## config.mk

```make
export PLATFORM = sky130hd
export DESIGN_NAME = bmhq_cell
export DESIGN_NICKNAME = d
export VERILOG_FILES = /design/src/hdl/bmhq_pkg.sv /design/src/hdl/bmhq_cell.sv
export SDC_FILE = /design/constraint.sdc
export NUM_CORES = 1
export LEC_CHECK = 0
export BUFFER_PORTS_ARGS = -buffer_cell sky130_fd_sc_hd__buf_2
export CORE_ASPECT_RATIO = 2
export CORE_UTILIZATION = 39
export DETAILED_ROUTE_END_ITERATION = 7
export MAX_ROUTING_LAYER = met4
export PLACE_DENSITY = 0.78
export RECOVER_POWER = 25
export REMOVE_ABC_BUFFERS = 1
export SYNTH_ARGS = -nofsm -noshare
export SYNTH_HDL_FRONTEND = slang
export SYNTH_SLANG_ARGS = --single-unit
export TNS_END_PERCENT = 1
```

## constraint.sdc

```tcl
create_clock -name clk -period 2.5 [get_ports clk]
set_input_delay 0.25 -clock clk [delete_from_list [all_inputs] [get_ports clk]]
set_output_delay 0.25 -clock clk [all_outputs]
set_load 0.005 [all_outputs]
```

## src/hdl/bmhq_pkg.sv

```systemverilog
// Shared types, codes and sizes for the binary min heap queue.
package bmhq_pkg;

    localparam int CAPACITY = 64;
    localparam int KEY_W    = 32;
    localparam int CNT_W    = $clog2(CAPACITY + 1);
    localparam int OP_W     = 2;
    localparam int STAT_W   = 2;
    localparam int IN_TDATA_W  = 32;
    localparam int OUT_TDATA_W = 48;

    typedef logic signed [KEY_W-1:0] key_t;
    typedef logic [CNT_W-1:0]        count_t;

    typedef enum logic [OP_W-1:0] {
        OP_PUSH  = 2'd0,
        OP_POP   = 2'd1,
        OP_CLEAR = 2'd2,
        OP_NOP   = 2'd3
    } op_t;

    typedef enum logic [STAT_W-1:0] {
        ST_OK    = 2'd0,
        ST_FULL  = 2'd1,
        ST_EMPTY = 2'd2,
        ST_RSVD  = 2'd3
    } status_t;

    // Command broadcast to every cell of the sorted chain.
    typedef struct packed {
        logic push;
        logic pop;
    } cell_ctrl_t;

endpackage

```

## src/hdl/bmhq_cell.sv

```systemverilog
// One cell of the sorted key chain: holds a key and shifts with its neighbours.
module bmhq_cell (
    input  logic                clk,
    input  bmhq_pkg::cell_ctrl_t ctrl,
    input  bmhq_pkg::key_t      key,
    input  logic                occupied,
    input  bmhq_pkg::key_t      left_value,
    input  logic                left_gt,
    input  bmhq_pkg::key_t      right_value,
    output bmhq_pkg::key_t      value,
    output bmhq_pkg::key_t      value_next,
    output logic                gt
);

    bmhq_pkg::key_t value_reg;

    // An empty cell behaves as an infinitely large key, so the new key lands
    // at the first cell whose key exceeds it.
    assign gt = !occupied || (value_reg > key);

    always_comb
    begin
        priority if (ctrl.push && gt)
        begin
            value_next = left_gt ? left_value : key;
        end
        else if (ctrl.pop)
        begin
            value_next = right_value;
        end
        else
        begin
            value_next = value_reg;
        end
    end

    always_ff @(posedge clk)
    begin
        value_reg <= value_next;
    end

    assign value = value_reg;

endmodule

```

; Yosys cells after proc, flatten, opt, wreduce, memory -nomap -nowiden
; Index checks and enable logic that the tools add are counted.
[op_classes]
magnitude_cmp = 1
reduce_logical = 3
n_mux = 3
[op_table]
columns = cell, count
row1 = 32-bit two-way mux, 3
row2 = 32-bit greater-than comparator, 1
row3 = 1-bit logical AND, 1
row4 = 1-bit zero test, 1
row5 = 1-bit logical OR, 1
[totals]
input_bits = 101
elab_cells = 8
ff_bits = 32

; Longest topological paths before layout
[depth]
ltp_word = 4
depth_mapped = 10

; Worst setup path after synthesis
; OpenSTA, ideal clock, no wires.
[synth_timing]
path_type = reg-to-output
start = reg value_reg[31], in the netlist value[31]
end = out value_next[10]
required_ns = 2.250
path_stages_with_launch = 9
t_arrival_ns = 2.475
slack_ns = -0.225
cell_sequence = dfxtp_1 -> ha_1 -> nand4_1 -> or4_4 -> o311a_1 -> a2bb2oi_2 -> o311ai_4 -> buf_6 -> mux2i_1
[synth_via]
elab_chain_cells = 4
[synth_lines]
columns = element, line_no
row1 = "start, declared", bmhq_cell.sv:15  ; bmhq_pkg::key_t value_reg;
row2 = "start signal, assigned", bmhq_cell.sv:39  ; value_reg <= value_next;
row3 = 32-bit greater-than comparator, bmhq_cell.sv:19  ; assign gt = !occupied || (value_reg > key);
row4 = 1-bit logical OR, bmhq_cell.sv:19
row5 = 1-bit logical AND, bmhq_cell.sv:23  ; priority if (ctrl.push && gt)
row6 = 32-bit two-way mux, bmhq_cell.sv:23
row7 = "end, declared", bmhq_cell.sv:11  ; output bmhq_pkg::key_t value_next,
; No other way between the ends.

; Worst setup path in the final report
[layout_timing]
start = reg value_reg[6], in the netlist value[6]
end = out value_next[8]
; Same word-level chain as after synthesis.

==> results_dict.tcl <==
set metrics [dict create \
    clock_path_buffers 2 \
    rsz0062_at_grt "yes" \
    crit_start "value[6]" \
    yosys-top-cells-area "mux2i_1, dfxtp_1, ha_1, inv_1, a21oi_1" \
    final-max-slew-violation-count 0 \
    hp-class "input port to flop" \
    synth_area_leader_cell "mux2i_1" \
    grt_usage 0.243 \
    fin_crit_sh 1.27 \
    dp_cells 556 \
    worst_slew_pin_slew_ns 0.552 \
    diodes 0 \
    synth_common_cells "mux2i_1, inv_1, dfxtp_1, ha_1, a21oi_1" \
    seq_area_um2 656 \
    layoutNonFillerInstCount 572 \
    antenna_found_initial 0 \
    ios 166 \
    drive_above_1_share 0.564 \
    synth_edf_count 0 \
    wirelength_mm 8.91 \
    grt_pass1_wl_mm 12.1 \
    cp.arrival_ns 2.93 \
    grt_max_degree 18 \
    fmax_ghz 0.314 \
    nets 618 \
    syn_inst 262 \
    first_global_vias 2881 \
    fp.dieH_um 116 \
    num_rows 41 \
    vdd_drop_max_uv 526 \
    coreArea_mm2 0.00631 \
    seq_area_frac_synth 0.252 \
    dieArea_mm2 0.00688 \
    clk_transition_reported_paths_ns 0.05 \
    use_met3 0.0332 \
    post-dp-hpwl_mm 6.76 \
    hold_viol_final 0 \
    gp_congestion 0.867 \
    max-slew-margin-rel 0.632 \
    cp_max_fo 7 \
    hold_path.startpoint "right_value[25]" \
    port_buffers 165 \
    vias_per_cell 5.05 \
    rr_startpoint "value[6]" \
    cts-root-buf "clkbuf_16" \
    multi_input_area_mm2 0.00201 \
    drt-initial-drc-count 59 \
    cts.htree.levels 2 \
    cap_violations 0 \
    cts_tree "done" \
    synthArstFlopShare 0 \
    synth_ff_type "dfxtp_1" \
    clock_latency_ns 0.28 \
    outcome "complete, but fails checks" \
    synthesis.area_mm2 0.00255 \
    fin_crit_ns 3.18 \
    p_per_area_mw_per_mm2 784 \
    postCtsHoldBufs 0 \
    fillers 518 \
    die_width_um 59.1 \
    skew_ns 0.00293 \
    drcViolationCount 0 \
    areaGrowthSynthToFinish_pct 74.3 \
    drt_first_pass_iters 4 \
    numCtsBuffers 5 \
    setup_tns_ns -21.75 \
    overflow 0 \
    busiest_layer "met2" \
    yosys_warnings 0 \
    cts.sinks 32 \
    drt-wirelength-per-cell_um 15.6 \
    critPathSlowestCell "or3_1" \
    ant_nets 0 \
    path_class "flop to output pin" \
    synth_top_area_frac 0.377 \
    holdWs_ns 0.300 \
    grtUsageMet2 0.468 \
    ys_ff_latch 32 \
    cp-start-kind "flop" \
    finalSetupViolCount 57 \
    setup_ws_ns -0.682 \
    met1_usage 0.210 \
    yosysUniqueCellTypes 24 \
    endpoint_kind "output pin" \
    largest_register_ff_count 32 \
    avgSynthCellArea_um2 9.72 \
    num_vias 2891 \
    cp_data_required_time_ns 2.25 \
    slowest_delay_ns 0.45 \
    worstPathCellList "ha_1, nand4_1, or3_1, o311a_4, a2bb2oi_4, o311ai_4, buf_6, clkbuf_16, mux2i_4, buf_2" \
    violations "setup timing" \
    synth.most_common_cell "mux2i_1" \
    p_leak_nw 2.40 \
    start_util 0.404 \
]
-- stage by stage --
stage,setup slack [ns],utilization,area [um^2],total power [mW]
final,-0.682,0.703,4440,3.48
after global placement,-0.360,0.614,3870,2.43
after floorplan,-0.498,-,2480,1.52
after global routing,-0.735,0.703,4440,3.71
after CTS,-0.636,0.661,4170,3.23
after detailed placement,-0.464,0.614,3870,2.50
-- power by group --
group | switching, mW | internal, mW | total, mW
Sequential | 0.134 | 0.694 | 0.828
Clock | 0.214 | 0.397 | 0.611
Combinational | 0.883 | 1.16 | 2.04
-- path summary, 6_finish.rpt --
kind | end | slack (ns) | cells past startpoint
max | value_next[8] | -0.68 | 10
min | value[25] | 0.30 | 3
max reg2reg | value[14] | -0.19 | 10
min reg2reg | value[3] | 0.61 | 2
-- cells in the final DEF (no fill, tap or decap), types with 2 or more instances in the layout --
| master | count |
|---|---|
| buf_2 | 158 |
| mux2i_1 | 83 |
| buf_4 | 51 |
| inv_1 | 35 |
| ha_1 | 20 |
| dfxtp_1 | 20 |
| a21oi_1 | 15 |
| ha_4 | 12 |
| dfxtp_2 | 12 |
| nand2_1 | 9 |
| nand4_1 | 8 |
| clkbuf_1 | 8 |
| mux2i_2 | 7 |
| clkbuf_16 | 7 |
| mux2i_4 | 6 |
| buf_12 | 4 |
| o21ai_0 | 3 |
| nand3_1 | 3 |
| buf_6 | 3 |
| clkbuf_4 | 3 |
| o211ai_1 | 2 |
-- critical path: cells and delay by family (launching register included) --
family	cells	cell delay, ns
AND/OR/NAND/NOR	2	0.60
AO/OA/AOI/OAI	3	0.73
flip-flops	1	0.32
adder cells (fa/ha/maj)	1	0.32
buffers and inverters	3	0.48
multiplexers	1	0.20
-- per-layer routing --
metal	share of wire	vias to the layer above
li1	-	1396
met1	0.33	1354
met2	0.59	112
met3	0.035	29
met4	0.046	0
met5	0	-
-- area by class of cell --
type,instances,area share
multi-input combinational,184,0.454
timing repair buffer,227,0.312
sequential,32,0.148
clock buffer,8,0.0330
inverter,35,0.0296
tap,86,0.0242
-- what timing repair did --
item,4_1_cts,5_1_grt
gates cloned,0,2
gates resized for setup,24,31
endpoints found under the setup margin,61,65
hold endpoints to repair,0,0
pin swaps,6,13
setup buffers,1,5
-- kinds of logic after synthesis --
kind of cell             after synthesis  share of synthesized area
AO/OA/AOI/OAI                         30                     0.0830
adder cells (fa/ha/maj)               32                      0.157
buffers and inverters                 46                     0.0767
flip-flops                            32                      0.252
multiplexers                          96                      0.377
AND/OR/NAND/NOR                       26                     0.0541
(Power assumes the default switching activity.)
